### src/sv/subcube_split_area_exact_assert.svh
// assertion macros for the subcube split area block
`ifndef SUBCUBE_SPLIT_AREA_EXACT_ASSERT_SVH
`define SUBCUBE_SPLIT_AREA_EXACT_ASSERT_SVH
`ifndef SYNTHESIS
// same-cycle implication
`define SCA_ASSERT_SAME(label, clk, rst_n, ante, cons) \
    label: assert property (@(posedge clk) disable iff (!rst_n) (ante) |-> (cons)) \
        else $error("sca assertion failed");
// next-cycle implication
`define SCA_ASSERT_NEXT(label, clk, rst_n, ante, cons) \
    label: assert property (@(posedge clk) disable iff (!rst_n) (ante) |=> (cons)) \
        else $error("sca assertion failed");
`else
`define SCA_ASSERT_SAME(label, clk, rst_n, ante, cons)
`define SCA_ASSERT_NEXT(label, clk, rst_n, ante, cons)
`endif
`endif

### src/sv/sca_pkg.sv
package sca_pkg;

    localparam logic [63:0] S64_TOP  = 64'h7FFF_FFFF_FFFF_FFFF;
    localparam logic [63:0] ROOT_TOP = 64'd3037000499;

    // leaf codes fit 32 bits up to twenty coordinates
    localparam int CODE_BITS   = 32;
    localparam int N_BITS      = 5;
    localparam int QUEUE_DEPTH = 4;
    localparam int PTR_BITS    = $clog2(QUEUE_DEPTH);
    localparam int QLEVEL_BITS = $clog2(QUEUE_DEPTH + 1);

    typedef struct packed {
        logic [CODE_BITS-1:0] code;
        logic [63:0]          value;
        logic [63:0]          square;
        logic                 ovf;
        logic                 last;
    } t_load;

    typedef struct packed {
        logic              clear;
        logic [N_BITS-1:0] n;
    } t_ctrl;

endpackage

### src/sv/sca_front.sv
module sca_front
    import sca_pkg::*;
#(
    parameter int MAX_COORDINATES = 8
) (
    input  logic                   i_clk,
    input  logic                   i_rst_n,
    input  logic                   i_start,
    output logic                   o_busy,
    input  logic signed [63:0]     i_point_value,
    input  logic                   i_cfg_valid,
    output logic                   o_cfg_ready,
    input  logic [3:0]             i_cfg_data,
    input  logic [QLEVEL_BITS-1:0] i_queue_level,
    output logic                   o_push,
    output t_load                  o_item,
    output t_ctrl                  o_ctrl
);

    logic [3:0]                 r_coord;
    logic [N_BITS-1:0]          n_act;
    logic [MAX_COORDINATES-1:0] r_count;
    logic [MAX_COORDINATES-1:0] low_mask;
    logic [CODE_BITS-1:0]       leaf_code;
    logic                       last;
    logic                       accept;
    logic                       r_sv;
    logic [63:0]                r_value;
    logic [63:0]                r_mag;
    logic [CODE_BITS-1:0]       r_code;
    logic                       r_last;
    logic [63:0]                sq_full;

    always_comb begin
        if (r_coord == 4'd0) begin
            n_act = N_BITS'(1);
        end else if (int'(r_coord) > MAX_COORDINATES) begin
            n_act = N_BITS'(MAX_COORDINATES);
        end else begin
            n_act = N_BITS'(r_coord);
        end
    end

    // ternary leaf code: digit 1 for coordinate -1, digit 2 for +1
    always_comb begin
        leaf_code = '0;
        for (int j = 0; j < MAX_COORDINATES; j++) begin
            low_mask[j] = (j < int'(n_act));
            if (j < int'(n_act)) begin
                leaf_code = leaf_code + (r_count[j] ? CODE_BITS'((64'd3 ** j) << 1)
                                                    : CODE_BITS'(64'd3 ** j));
            end
        end
    end

    assign last        = &(r_count | ~low_mask);
    assign o_busy      = (int'(i_queue_level) + int'(r_sv)) >= QUEUE_DEPTH;
    assign accept      = i_start && !o_busy;
    assign o_cfg_ready = 1'b1;

    always_ff @(posedge i_clk) begin
        if (!i_rst_n) begin
            r_coord <= 4'd8;
            r_count <= '0;
            r_sv    <= 1'b0;
        end else begin
            r_sv <= accept;
            if (i_cfg_valid) begin
                r_coord <= i_cfg_data;
                r_count <= '0;
            end else if (accept) begin
                r_count <= last ? '0 : r_count + 1'b1;
            end
        end
    end

    always_ff @(posedge i_clk) begin
        if (accept) begin
            r_value <= i_point_value;
            r_mag   <= i_point_value[63] ? 64'd0 - i_point_value : i_point_value;
            r_code  <= leaf_code;
            r_last  <= last;
        end
    end

    assign sq_full = r_mag[31:0] * r_mag[31:0];

    assign o_push        = r_sv;
    assign o_item.code   = r_code;
    assign o_item.value  = r_value;
    assign o_item.square = sq_full;
    assign o_item.ovf    = r_mag > ROOT_TOP;
    assign o_item.last   = r_last;
    assign o_ctrl.clear  = i_cfg_valid;
    assign o_ctrl.n      = n_act;

endmodule

### config.mk
export PLATFORM = sky130hd
export DESIGN_NAME = sca_front
export DESIGN_NICKNAME = d
export VERILOG_FILES = /design/src/sv/subcube_split_area_exact_assert.svh /design/src/sv/sca_pkg.sv /design/src/sv/sca_front.sv
export SDC_FILE = /design/constraint.sdc
export NUM_CORES = 2
export LEC_CHECK = 0
export BUFFER_PORTS_ARGS = -buffer_cell sky130_fd_sc_hd__buf_2
export CAP_MARGIN = 20
export CORE_UTILIZATION = 35
export DETAILED_ROUTE_END_ITERATION = 7
export SYNTH_ARGS = -nofsm -noshare
export SYNTH_HDL_FRONTEND = slang
export SYNTH_SLANG_ARGS = --single-unit
### constraint.sdc
create_clock -name i_clk -period 26.5 [get_ports i_clk]
set_clock_uncertainty 0.15 [all_clocks]
set_input_delay 3.975 -clock i_clk [delete_from_list [all_inputs] [get_ports i_clk]]
set_output_delay 3.975 -clock i_clk [all_outputs]
set_load 0.02 [all_outputs]
Word-level counts from Yosys, hierarchy flattened
Index checks and enable logic that the tools add are counted.
{"block": "word_totals", "regBits": 174, "output_inout_bits": 171}
{"block": "classes", "n_mux": 20, "multipliers": 1, "bitwise": 3, "n_addsub": 10, "reduce_logical": 5, "n_lt_le_gt_ge": 11}
{"operator": "32-bit 2-to-1 mux", "n": 7}
{"operator": "64-bit by 32-bit > comparator with 1-bit output (second input constant)", "n": 1}
{"operator": "32-bit by 32-bit multiplier with 64-bit output", "n": 1}
{"operator": "1-bit by 64-bit subtractor with 64-bit output (first input constant)", "n": 1}
{"operator": "63-bit 2-to-1 mux", "n": 1}
{"operator": "32-bit by 11-bit adder with 32-bit output", "n": 1}
{"operator": "32-bit by 13-bit adder with 32-bit output", "n": 1}
{"operator": "32-bit by 3-bit adder with 32-bit output", "n": 1}
{"operator": "32-bit by 5-bit adder with 32-bit output", "n": 1}
{"operator": "32-bit by 6-bit adder with 32-bit output", "n": 1}
{"operator": "32-bit by 8-bit adder with 32-bit output", "n": 1}
{"operator": "32-bit by 9-bit adder with 32-bit output", "n": 1}
{"operator": "3-bit by 5-bit less-than comparator with 1-bit output (first input constant)", "n": 4}
{"operator": "8-bit 2-to-1 mux", "n": 2}
{"operator": "13-bit 2-to-1 mux", "n": 1}
{"operator": "11-bit 2-to-1 mux", "n": 1}
{"operator": "1-bit by 5-bit less-than comparator with 1-bit output (first input constant)", "n": 2}
{"operator": "2-bit by 5-bit less-than comparator with 1-bit output (first input constant)", "n": 2}
{"operator": "9-bit 2-to-1 mux", "n": 1}
{"operator": "8-bit by 1-bit adder with 8-bit output (second input constant)", "n": 1}
{"operator": "4-bit 2-to-1 mux", "n": 2}
{"operator": "8-bit inverter", "n": 1}
{"operator": "8-bit bitwise OR", "n": 1}
{"operator": "8-bit AND reduction", "n": 1}
{"operator": "other kinds (12)", "n": 13}

Longest topological paths before layout
{"block": "depth", "ltp_word": 19, "mapped_depth": 40}

Least setup slack after synthesis
OpenSTA, ideal clock, no wires.
{"block": "synth_path", "path_type": "register to output", "from": "register r_mag[17]", "to": "output o_item[64] (netlist name)", "n_path_buf": 2, "stages_incl_launch_ff": 30, "slack_ns": 13.970, "t_required_ns": 22.375, "t_arrival_ns": 8.405, "cell_sequence": "edfxtp_1 -> clkbuf_1 -> clkbuf_1 -> nand2_1 -> fa_1 -> inv_1 -> fa_1 -> fa_1 -> inv_1 -> fa_1 -> inv_1 -> fa_1 -> inv_1 -> fa_1 -> inv_1 -> fa_1 -> fa_1 -> ha_1 -> a21o_1 -> a21o_1 -> a21oi_1 -> o21ai_0 -> a21oi_1 -> nor2_1 -> a311o_1 -> a221oi_1 -> o31a_1 -> o211ai_1 -> and3_1 -> or4_1"}
{"item": "from (decl)", "line": "sca_front.sv:29", "source": "logic [63:0] r_mag;"}
{"item": "from (signal assigned)", "line": "sca_front.sv:80", "source": "r_mag <= i_point_value[63] ? 64'd0 - i_point_value : i_point_value;"}
{"item": "to (decl)", "line": "sca_front.sv:16", "source": "output t_load o_item,"}

==> summary.md <==
| Metric | Value |
|---|---|
| Capturing point of the worst reg2reg path | `r_code[11]` |
| Hpwl dp | `79.2 mm` |
| Post-synth ARST share | `0` |
| Hold_sp | `r_count[5]` |
| Hold Path Cell Cnt | `2` |
| Worst hold slack | `0.489 ns` |
| Synth warn | `0` |
| Largest net degree at the start of global routing | `71` |
| MaxCap Viol Count | `0` |
| RSZ-0062 raised after global routing | `no` |
| CP max stage delay | `just over 0.7 ns` |
| # DRC | `0` |
| Outcome | `completed` |
| Clock transition at the registers of the reported paths | `0.08 ns` |
| Top Ports | `246` |
| Initial core utilization | `0.353` |
| Final WL | `approximately 98 mm` |
| Synth cell types | `between 80 and 90` |
| Die area | `roughly 0.11 mm²` |
| Share of Yosys cell area claimed by the top area cell type | `0.428` |
| Area delta synth->final | `8.35%` |
| Drt wl/cell | `~18 µm` |
| WS Path Type | `reg -> out` |
| Remaining antenna violation count | `0` |
| Post-Syn Instances | `3891` |
| Relative slew slack | `0.388` |
| Root buf cell | `clkbuf_16` |
| Total track usage | `0.185` |
| # hold bufs at CTS | `0` |
| RePlAce Congestion | `0.883` |
| Tcrit/Tclk final | `0.541` |
| RR Startpoint | `r_coord[1]` |
| Core box area | `about 0.11 mm²` |
| Post-CTS Resized | `0` |
| Worst Path Arrival | `just over 10 ns` |
| Required time worst endpoint | `around 22 ns` |
| Critical Path Source | `r_mag[11]` |
| Worst-skew pair later-pin latency | `0.45 ns` |
| Via count | `about 26000` |
| Fmax | `between 60 and 70 MHz` |
| Setup_tns | `0 ns` |
| Mapped Area | `around 0.038 mm²` |
| Setup violators final | `0` |
| CTS tree | `yes` |
| Initial antenna violation count | `1` |
| Top cells by area, synth | `fa_1, edfxtp_1, ha_1, inv_1, and2_1` |
| Reg2reg path depth | `32` |
| Post-Syn Area per Cell | `9.73 µm²` |
| Synth area leader | `fa_1` |
| Initial DRC Count | `1403` |
| Family with the most delay on the worst path | `adder cells` |
| Fraction of layout instances using a drive strength above 1 | `0.0832` |
| Synth cell count leaders | `inv_1, fa_1, nand2_1` |
| Final Hold Viols | `0` |
| Port bufs | `roughly 220` |
| CTS Buf Count | `17` |
| Die Y | `331 µm` |
| DR pass1 iterations | `5` |
| Diodes inserted | `0` |
| Critical-path top delay cell | `a221oi_1` |
| Clk buf depth | `2` |
| Top-count cell post-synth | `inv_1` |
| Post-CTS setup buffers | `0` |
| WHS Endpoint | `r_count[7]` |
| Tmin final | `roughly 14 ns` |
| R2R Setup Slk | `approximately 17 ns` |
| Hold/Removal Path Class | `reg -> reg` |
| Slew @ Worst Pin | `0.918 ns` |
| Clk sinks | `approximately 160` |
| Slew Viols, Final | `0` |
| Startpoint Class | `flop` |
| #FFs+latches synth | `~160` |
| H-tree depth | `4` |
| Die W | `between 300 and 400 µm` |
| Worst Path Max Fanout | `28` |
| EDFF count, synth | `between 100 and 150` |
| Row Count | `120` |
| Remaining Overflow, GRT | `0` |
| Final #Nets | `5233` |
| CP Capture Type | `output pin` |
| Vias in the first global route | `between 20000 and 30000` |
| Worst path buffer plus inverter count | `7` |
| DR vias/cell | `4.84` |
| Dominant synthesized flop cell | `edfxtp_1` |
| Global-route wire length before repair | `157 mm` |
| Crit-path most repeated cell | `fa_1` |
| Sequential area share after synthesis | `0.120` |
-- state kept, by name, indices dropped and copies added, names as in the netlist --
register and flops:
r_last 1, r_code 14, r_count 8, r_value 64, o_push 1, r_mag 63
r_coord 4
-- worst max-delay path by stage --
stage            endpoint  slack (ns)  depth (start not counted)
4_1_cts        o_item[64]       12.05                         28
3_5_place_dp   o_item[64]       12.56                         28
6_report       o_item[64]       12.17                         28
3_3_place_gp   o_item[64]       12.70                         28
2_1_floorplan  o_item[64]       13.97                         29
5_1_grt        o_item[64]       11.57                         28
-- logic make-up after synthesis --
group | synth area share
other | 0.000198
buffers and inverters | 0.117
AND/OR/NAND/NOR | 0.122
XOR/XNOR | 0.0372
adder cells (fa/ha/maj) | 0.531
AO/OA/AOI/OAI | 0.0651
flip-flops | 0.120
multiplexers | 0.00671
-- cell type report --
cell class                      instances  area, µm²
Multi-Input combinational cell       2600      29000
Timing Repair Buffer                  264       1420
Tap cell                             1403       1760
Fill cell                           10792      66200
Clock inverter                         15        179
Sequential cell                       155       4520
Clock buffer                           17        425
Inverter                              999       3750
-- placed cells by master, fill, tap and decap left out, types with 7 or more instances in the layout --
cell / n
nor3b_1: 7
a21oi_1: 93
o31ai_1: 19
mux2i_1: 13
inv_1: 993
a211oi_1: 7
o21ai_0: 72
o41ai_1: 13
buf_4: 40
and2_1: 239
xnor2_1: 139
nand4_1: 18
nor3_1: 28
a21o_1: 70
a31oi_1: 15
and3_1: 18
o211ai_1: 9
nor2_1: 117
fa_1: 810
or2_2: 8
xor2_1: 22
conb_1: 21
o21a_1: 11
nand2b_1: 24
edfxtp_1: 142
clkbuf_16: 17
buf_2: 224
mux2_2: 11
or3_1: 22
nand3_1: 21
nand2_1: 317
ha_1: 311
dfxtp_1: 13
o21bai_1: 9
or4_1: 18
nor4_1: 19
nor2b_1: 21
-- through the flow --
step | instances | area, µm² | worst slack (ns) | util
2_1_floorplan | 3910 | 37900 | 13.97 | -
3_3_place_gp | 5421 | 40400 | 12.70 | 0.377
3_5_place_dp | 5421 | 40400 | 12.56 | 0.377
4_1_cts | 5453 | 41000 | 12.05 | 0.383
5_1_grt | 5453 | 41000 | 11.57 | 0.383
6_report | 5453 | 41000 | 12.17 | 0.383
-- worst min-delay path, cell delays in order (launching register included) --
cell     delay (ns)
dfxtp_1        0.43
nand3_1        0.12
a21oi_1        0.06
-- metal layers --
layer / routed length (µm) / share of wire / track usage
met1: 42900 / 0.44 / 0.251
met2: 48900 / 0.50 / 0.324
met4: 1180 / 0.012 / 0.0281
met3: 5070 / 0.052 / 0.0210
met5: 13 / 0.00013 / 0
Power is left out: the tool's default activity adds up to more than one toggle a clock period on the data nets, which glitch-free logic cannot reach.
