## config.mk

```make
export PLATFORM = sky130hd
export DESIGN_NAME = sca_queue
export DESIGN_NICKNAME = d
export VERILOG_FILES = /design/src/sv/subcube_split_area_exact_assert.svh /design/src/sv/sca_pkg.sv /design/src/sv/sca_queue.sv
export SDC_FILE = /design/constraint.sdc
export NUM_CORES = 1
export LEC_CHECK = 0
export ABC_AREA = 0
export CORE_MARGIN = 2
export CORE_UTILIZATION = 57
export DETAILED_ROUTE_END_ITERATION = 10
export DONT_BUFFER_PORTS = 1
export PLACE_DENSITY = 0.75
export SLEW_MARGIN = 20
export SYNTH_ARGS = -nofsm -noshare
export SYNTH_HDL_FRONTEND = slang
export SYNTH_SLANG_ARGS = --single-unit
```

## constraint.sdc

```tcl
create_clock -name i_clk -period 4.3 [get_ports i_clk]
set_input_delay 0.43 -clock i_clk [delete_from_list [all_inputs] [get_ports i_clk]]
set_output_delay 0.43 -clock i_clk [all_outputs]
set_load 0.02 [all_outputs]
```

## src/sv/subcube_split_area_exact_assert.svh

```systemverilog
// assertion macros for the subcube split area block
`ifndef SUBCUBE_SPLIT_AREA_EXACT_ASSERT_SVH
`define SUBCUBE_SPLIT_AREA_EXACT_ASSERT_SVH
`ifndef SYNTHESIS
// same-cycle implication
`define SCA_ASSERT_SAME(label, clk, rst_n, ante, cons) \
    label: assert property (@(posedge clk) disable iff (!rst_n) (ante) |-> (cons)) \
        else $error("sca assertion failed");
// next-cycle implication
`define SCA_ASSERT_NEXT(label, clk, rst_n, ante, cons) \
    label: assert property (@(posedge clk) disable iff (!rst_n) (ante) |=> (cons)) \
        else $error("sca assertion failed");
`else
`define SCA_ASSERT_SAME(label, clk, rst_n, ante, cons)
`define SCA_ASSERT_NEXT(label, clk, rst_n, ante, cons)
`endif
`endif

```

## src/sv/sca_pkg.sv

```systemverilog
package sca_pkg;

    localparam logic [63:0] S64_TOP  = 64'h7FFF_FFFF_FFFF_FFFF;
    localparam logic [63:0] ROOT_TOP = 64'd3037000499;

    // leaf codes fit 32 bits up to twenty coordinates
    localparam int CODE_BITS   = 32;
    localparam int N_BITS      = 5;
    localparam int QUEUE_DEPTH = 4;
    localparam int PTR_BITS    = $clog2(QUEUE_DEPTH);
    localparam int QLEVEL_BITS = $clog2(QUEUE_DEPTH + 1);

    typedef struct packed {
        logic [CODE_BITS-1:0] code;
        logic [63:0]          value;
        logic [63:0]          square;
        logic                 ovf;
        logic                 last;
    } t_load;

    typedef struct packed {
        logic              clear;
        logic [N_BITS-1:0] n;
    } t_ctrl;

endpackage

```

## src/sv/sca_queue.sv

```systemverilog
module sca_queue
    import sca_pkg::*;
(
    input  logic                   i_clk,
    input  logic                   i_rst_n,
    input  logic                   i_push,
    input  t_load                  i_item,
    input  logic                   i_pop,
    output logic                   o_valid,
    output t_load                  o_item,
    output logic [QLEVEL_BITS-1:0] o_level
);

    t_load                  r_mem [QUEUE_DEPTH];
    logic [PTR_BITS-1:0]    r_wp;
    logic [PTR_BITS-1:0]    r_rp;
    logic [QLEVEL_BITS-1:0] r_level;

    always_ff @(posedge i_clk) begin
        if (!i_rst_n) begin
            r_wp    <= '0;
            r_rp    <= '0;
            r_level <= '0;
        end else begin
            if (i_push) begin
                r_wp <= r_wp + 1'b1;
            end
            if (i_pop) begin
                r_rp <= r_rp + 1'b1;
            end
            if (i_push && !i_pop) begin
                r_level <= r_level + 1'b1;
            end else if (!i_push && i_pop) begin
                r_level <= r_level - 1'b1;
            end
        end
    end

    always_ff @(posedge i_clk) begin
        if (i_push) begin
            r_mem[r_wp] <= i_item;
        end
    end

    assign o_valid = (r_level != '0);
    assign o_item  = r_mem[r_rp];
    assign o_level = r_level;

endmodule

```

Word level (Yosys, flattened, before mapping) --
Memories as Yosys holds them, arrays and structs flattened. A register that Yosys moved wholly into a read port is not among the register bits. Cells that the tools add are included.
Storage, ports and cells: flip-flop bits (word level) 7, memory bits (writable) 648, input bits 166, output and inout bits 166, logic and storage cells 20, memories kept 1
Memory list:
- r_mem | depth 4, width 162, rd ports 1, clocked after memory_dff 1, write ports 1, line sca_queue.sv:14 | t_load r_mem [QUEUE_DEPTH];
Cells by class: add/sub/neg operators 4, multiplexer cells 6, reductions and logical operators 6
Operators with widths (number):
- $mux W3 | 2
- $add A2 B1 Y2 const B | 2
- $mux W2 | 2
- $add A3 B1 Y3 const B | 1
- $reduce_bool A3 Y1 | 1
- $sub A3 B1 Y3 const B | 1
- $logic_and A1 B1 Y1 | 2
- $logic_not A1 Y1 | 2
- $mux W1 | 2
- $reduce_bool A2 Y1 | 1

Longest topological paths before layout --
Gate-level depths: netlist (run 1).
depth after elaboration 4, gate-level depth with buffers 7, mapped depth without buffers 7

Worst setup path before layout (run 1) --
No wires, ideal clock.
path type reg2reg, from reg r_wp[0], to mem r_mem[0][0] (netlist name), enable pin, setup time 0.541 ns, data arrival time 4.240 ns, required time 3.759 ns, slack -0.480 ns, cell stages (with the launch flop) 4, buffers on the path 0, clock period less this slack 4.780 ns, cells stage by stage dfxtp_1 > inv_1 > ha_1 > and2_1
RTL lines:
- start: declaration | line sca_queue.sv:15 | logic [PTR_BITS-1:0] r_wp;
- start signal: assignment | line sca_queue.sv:26 | r_wp <= r_wp + 1'b1;
- end: declaration | line sca_queue.sv:14
Straight into the memory's write port.

==> results of run 1 <==
layout make-up:
| type | instances | area [µm²] | area share |
|---|---|---|---|
| clock inverter | 33 | 333 | 0.0119 |
| timing repair buffer | 178 | 1900 | 0.0676 |
| clock buffer | 76 | 1600 | 0.0571 |
| antenna | 2 | 5.00 | 0.000178 |
| sequential | 657 | 19600 | 0.700 |
| multi-input combinational | 191 | 3900 | 0.139 |
| inverter | 4 | 15.0 | 0.000535 |
| tap | 532 | 666 | 0.0237 |
sequential cells by signal, indices dropped and copies added (netlist names), named ones only:
| name | count |
|---|---|
| r_mem | 648 |
| o_level | 3 |
| r_rp | 2 |
| r_wp | 2 |
what timing repair did:
| action | 4_1_cts | 5_1_grt |
|---|---|---|
| endpoints found under the hold margin | 656 | 0 |
| resized for setup | 0 | 0 |
| hold buffers | 164 | 0 |
stage by stage:
step	hold WS, ns	total power, µW	instances	utilization	setup slack, ns
2_1_floorplan	0.528	8550	888	-	1.33
3_3_place_gp	0.529	8770	1398	0.597	1.89
3_5_place_dp	0.529	8800	1398	0.597	1.89
4_1_cts	0.0219	14200	1671	0.684	1.23
5_1_grt	0.0369	14500	1671	0.684	1.13
6_report	0.0648	14000	1673	0.684	1.34
layer usage:
metal,GRT usage,share of wire,vias up
li1,-,-,4258
met1,0.294,0.39,5359
met2,0.349,0.50,469
met3,0.0592,0.085,62
met4,0.0585,0.019,0
met5,0,0,-
critical path: stages, from the launching register on:
cell and delay (ns):
dfxtp_4 0.57, buf_4 0.63, mux4_2 0.68
cell families (layout without fill, tap and decap cells):
group                      count (synthesis)  after routing  synth area share
buffers and inverters                     40            291            0.0104
xor gates and xnor gates                   5              5           0.00184
DFF                                      657            657             0.826
AOI/OAI and AO/OA                          2              2          0.000526
muxes                                    164            164             0.154
and+or+nand+nor                           14             14           0.00358
other                                      0              2                 0
adders and majority gates                  6              6           0.00347
cells in the final DEF (no fill, tap or decap), types with 3 or more instances in the layout:
master | Yosys | routed
edfxtp_1 | 648 | 648
dlygate4sd3_1 | 0 | 164
mux4_2 | 162 | 162
clkbuf_16 | 0 | 61
clkbuf_1 | 6 | 13
clkinv_2 | 0 | 13
buf_12 | 0 | 12
clkinv_1 | 0 | 11
bufinv_16 | 0 | 7
dfxtp_1 | 9 | 7
and2_1 | 9 | 5
ha_1 | 5 | 5
inv_1 | 4 | 4
and2_4 | 0 | 4
xor2_1 | 3 | 3
where the power goes:
group,leakage [µW],internal (µW),total [µW],switching [µW]
sequential,0.00603,7360,7480,115
clock,0.000953,3040,5210,2170
combinational,0.00182,511,1360,851
total,0.00880,10900,14000,3140
path summary, 6_finish.rpt:
path	start	endpoint	slack (ns)	cells past startpoint
max reg2reg	r_wp[0]	r_mem[3][92]	2.19	3
min reg2reg	r_rp[1]	register	0.58	2
min	i_rst_n	register	0.06	1
max	register	o_item[107]	1.34	2
==> results.sh, run 1 <==
export IMPL_placed_area_mm2=0.0245
export IMPL_period_minus_slack_ns=2.96
export IMPL_syn_inst=888
export IMPL_cp_start_kind="register"
export IMPL_leakagePower_uw=0.00880
export IMPL_grt_pass1_wl_mm=69.1
export IMPL_syn_area_per_cell_um2=26.8
export IMPL_netlist_area_mm2=0.0238
export IMPL_antenna_found_initial=1
export IMPL_std_cell_rows=74
export IMPL_clock_sinks=657
export IMPL_io_buffer_count=0
export IMPL_synth_flop_cell="edfxtp_1"
export IMPL_io_pins=332
export IMPL_yosysMostFrequentCell="edfxtp_1"
export IMPL_start_util=0.580
export IMPL_drive_gt1_frac=0.234
export IMPL_crit_arrival_ns=2.53
export IMPL_worst_path_max_fanout=35
export IMPL_post_synth_top_area_fraction=0.818
export IMPL_grt_pass1_vias=10600
export IMPL_htreeDepth=2
export IMPL_via_per_inst=6.07
export IMPL_hold_violations=0
export IMPL_tns_ns=0
export IMPL_cts_setup_buffers=0
export IMPL_routedWlPerCell_um=27.6
export IMPL_rsz0062_at_grt="no"
export IMPL_netlist_top_cells_count="648 x edfxtp_1, 162 x mux4_2, 18 x buf_2"
export IMPL_min_path_type="primary input to register"
export IMPL_gp_congestion=0.815
export IMPL_async_flop_share=0
export IMPL_ys_seq_area_frac=0.826
export IMPL_path_clk_slew_ns=0.06
export IMPL_ir_worst_vdd_uv=405
export IMPL_wl_mm=46.2
export IMPL_grt_usage=0.215
export IMPL_worstMarginPinSlew_ns=0.843
export IMPL_finalClockSkew_ns=0.0179
export IMPL_die_area_mm2=0.0434
export IMPL_setup_viol=0
export IMPL_dr_pass1_iters=5
export IMPL_synth_cell_types=19
export IMPL_yosys_warnings=0
export IMPL_synth_top_area_cell="edfxtp_1"
export IMPL_fmax_mhz=338
export IMPL_required_ns=3.87
export IMPL_grt_max_degree=60
export IMPL_synth_area_leaders="edfxtp_1 82%, mux4_2 15%, dfxtp_1 0.76%"
export IMPL_endpoint_kind="output pin"
export IMPL_dpl_hpwl_mm=25.3
export IMPL_cts_buffer_depth=3
export IMPL_drtAntennaViolNets=0
export IMPL_fillers=2359
export IMPL_synth_nets=1060
export IMPL_final_max_slew_viol_count=0
export IMPL_grt_overflow=0
export IMPL_vias=10100
export IMPL_areaGrowthSynthToFinish_pct=18.0
export IMPL_route_detailed_drc=0
export IMPL_slew_headroom=0.438
export IMPL_ys_ff_latch=657
export IMPL_clock_latency_ns=0.61
export IMPL_timing_final_crit_share=0.689
export IMPL_drv_cap=0
export IMPL_nets=1264
export IMPL_cts_root_buffer="clkbuf_16"
export IMPL_crit_type="register to output pin"
export IMPL_chipWidth_um=208
export IMPL_cts_tree="built"
export IMPL_status="completed"
export IMPL_drt_iter0_markers=830
export IMPL_power_density_mw_per_mm2=501
export IMPL_cts_buffers=60
export IMPL_die_h_um=208
export IMPL_final_area_mm2=0.0281
export IMPL_core_area_mm2=0.0410
export IMPL_synth_edf_count=648
(Power assumes the default switching activity.)
==> inputs of run 2 (changes only) <==
- clock period: 4.3 -> 2.6 ns (I/O delays scaled with it)
==> run 2 against run 1 <==
Effect of this change:
- routed wire length increased by 0.44%
- cell count increased by 2.0%
- global-route usage increased by 0.064 points
- largest cell class unchanged
- highest routed layer is now met5
==> results.sh, run 2 (synthesis results as in run 1) <==
export IMPL_grt_usage=0.216
export IMPL_cts_root_buffer="clkbuf_16"
export IMPL_cpMaxStageDelayCell="mux4_2"
export IMPL_min_path_type="primary input to register"
export IMPL_hold_ws_ns=0.110
export IMPL_ir_worst_vdd_uv=823
export IMPL_io_buffer_count=0
export IMPL_cts_buffers=66
export IMPL_cp_cell_sequence="buf_12 > buf_12 > mux4_2"
export IMPL_via_per_inst=6.05
export IMPL_clock_latency_ns=0.58
export IMPL_path_common_cell="buf_12"
export IMPL_slew_headroom=0.553
export IMPL_layout_commonest_cell="edfxtp_1"
export IMPL_cp_top_family="multiplexers"
export IMPL_max_stage_delay_ns=0.64
export IMPL_timing_final_crit_share=0.937
export IMPL_setup_slack_ns=0.163
export IMPL_largest_register_ffs=648
export IMPL_largest_register="r_mem"
export IMPL_worst_path_max_fanout=17
export IMPL_cp_start_kind="register"
export IMPL_die_area_mm2=0.0434
export IMPL_final_cell_mix="648 x edfxtp_1, 166 x dlygate4sd3_1, 162 x mux4_2, 66 x clkbuf_16"
export IMPL_crit_arrival_ns=2.18
export IMPL_clock_sinks=657
export IMPL_status="completed"
export IMPL_routedWlPerCell_um=27.2
export IMPL_tns_ns=0
export IMPL_dpl_hpwl_mm=26.2
export IMPL_final_max_slew_viol_count=0
export IMPL_rsz0062_at_grt="no"
export IMPL_drt_iter0_markers=838
export IMPL_critPathBufInv=2
export IMPL_grt_overflow=0
export IMPL_cts_setup_buffers=0
export IMPL_fillers=2322
export IMPL_ff2ff_setup_slack_ns=0.77
export IMPL_cts_tree="built"
export IMPL_endpoint_kind="output pin"
export IMPL_io_pins=332
export IMPL_setup_viol=0
export IMPL_drtAntennaViolNets=0
export IMPL_start_util=0.580
export IMPL_wl_mm=46.4
export IMPL_route_detailed_drc=0
export IMPL_fmax_mhz=410
export IMPL_die_h_um=208
export IMPL_finalClockSkew_ns=0.0162
export IMPL_min_delay_start="i_push"
export IMPL_htreeDepth=3
export IMPL_required_ns=2.34
export IMPL_period_minus_slack_ns=2.44
export IMPL_power_density_mw_per_mm2=822
export IMPL_grt_pass1_wl_mm=69.4
export IMPL_cts_buffer_depth=3
export IMPL_dp_slack_ns=0.675
export IMPL_nets=1295
export IMPL_crit_type="register to output pin"
export IMPL_drive_gt1_frac=0.248
export IMPL_r2r_start="r_wp[0]"
export IMPL_std_cell_rows=74
export IMPL_chipWidth_um=208
export IMPL_gp_congestion=0.748
export IMPL_vias=10300
export IMPL_antenna_found_initial=8
export IMPL_path_clk_slew_ns=0.06
export IMPL_core_area_mm2=0.0410
export IMPL_drv_cap=0
export IMPL_grt_max_degree=86
export IMPL_areaGrowthSynthToFinish_pct=19.2
export IMPL_grt_pass1_vias=10900
export IMPL_worstMarginPinSlew_ns=0.671
export IMPL_leakagePower_uw=0.00894
export IMPL_hold_violations=0
export IMPL_dr_pass1_iters=5
==> run 2: cell count changes in the layout (fill, tap and decap cells not counted), moves of 5 or more <==
cell / previous run / this run
inv_6: 1 / 6
clkinv_2: 13 / 6
clkbuf_16: 61 / 66
buf_12: 12 / 18
bufinv_16: 7 / 2
diode_2: 2 / 7
buf_4: 2 / 18
==> run 2: layout make-up <==
cell class	instances	area, µm²	area share
sequential	657	19600	0.693
timing repair buffer	203	2170	0.0765
antenna	7	17.5	0.000618
tap	532	666	0.0235
multi-input combinational	191	3900	0.138
clock buffer	79	1700	0.0600
clock inverter	33	238	0.00838
inverter	4	15.0	0.000530
==> run 2: layer usage <==
layer / global-route usage / up-vias / wire length (µm)
met4: 0.0672 / 4 / 938
met5: 0.00222 / - / 28
li1: - / 4328 / -
met1: 0.289 / 5458 / 17900
met3: 0.0715 / 71 / 4360
met2: 0.343 / 464 / 23200
==> run 2: worst min-delay path, stage by stage <==
cell and delay (ns):
ha_1 0.20, mux2i_1 0.09, nor2b_1 0.10
==> run 2: metrics by stage <==
stage / power, µW / utilization / std cells / instance area, µm²
2_1_floorplan: 14100 / - / 888 / 23800
3_3_place_gp: 14600 / 0.603 / 1421 / 24700
3_5_place_dp: 14600 / 0.603 / 1421 / 24700
4_1_cts: 23500 / 0.691 / 1699 / 28300
5_1_grt: 24000 / 0.691 / 1704 / 28300
6_report: 23300 / 0.691 / 1706 / 28400
==> run 2: worst paths after layout <==
path / to / depth (start not counted)
worst min register to register: r_wp[1] / 2
worst min-delay path: o_level[1] / 3
worst max-delay path: o_item[149] / 3
worst max register to register: r_mem[1][36] / 3
==> run 2: report_power, final <==
group / switching (µW) / internal [µW]
Clock: 3740 / 4870
Sequential: 148 / 12200
Combinational: 1470 / 908
==> run 2: timing repair <==
item / 4_1_cts / 5_1_grt
gates resized for setup: 0 / 1
endpoints found under the hold margin: 657 / 0
setup endpoints to repair: 0 / 8
hold buffers: 166 / 0
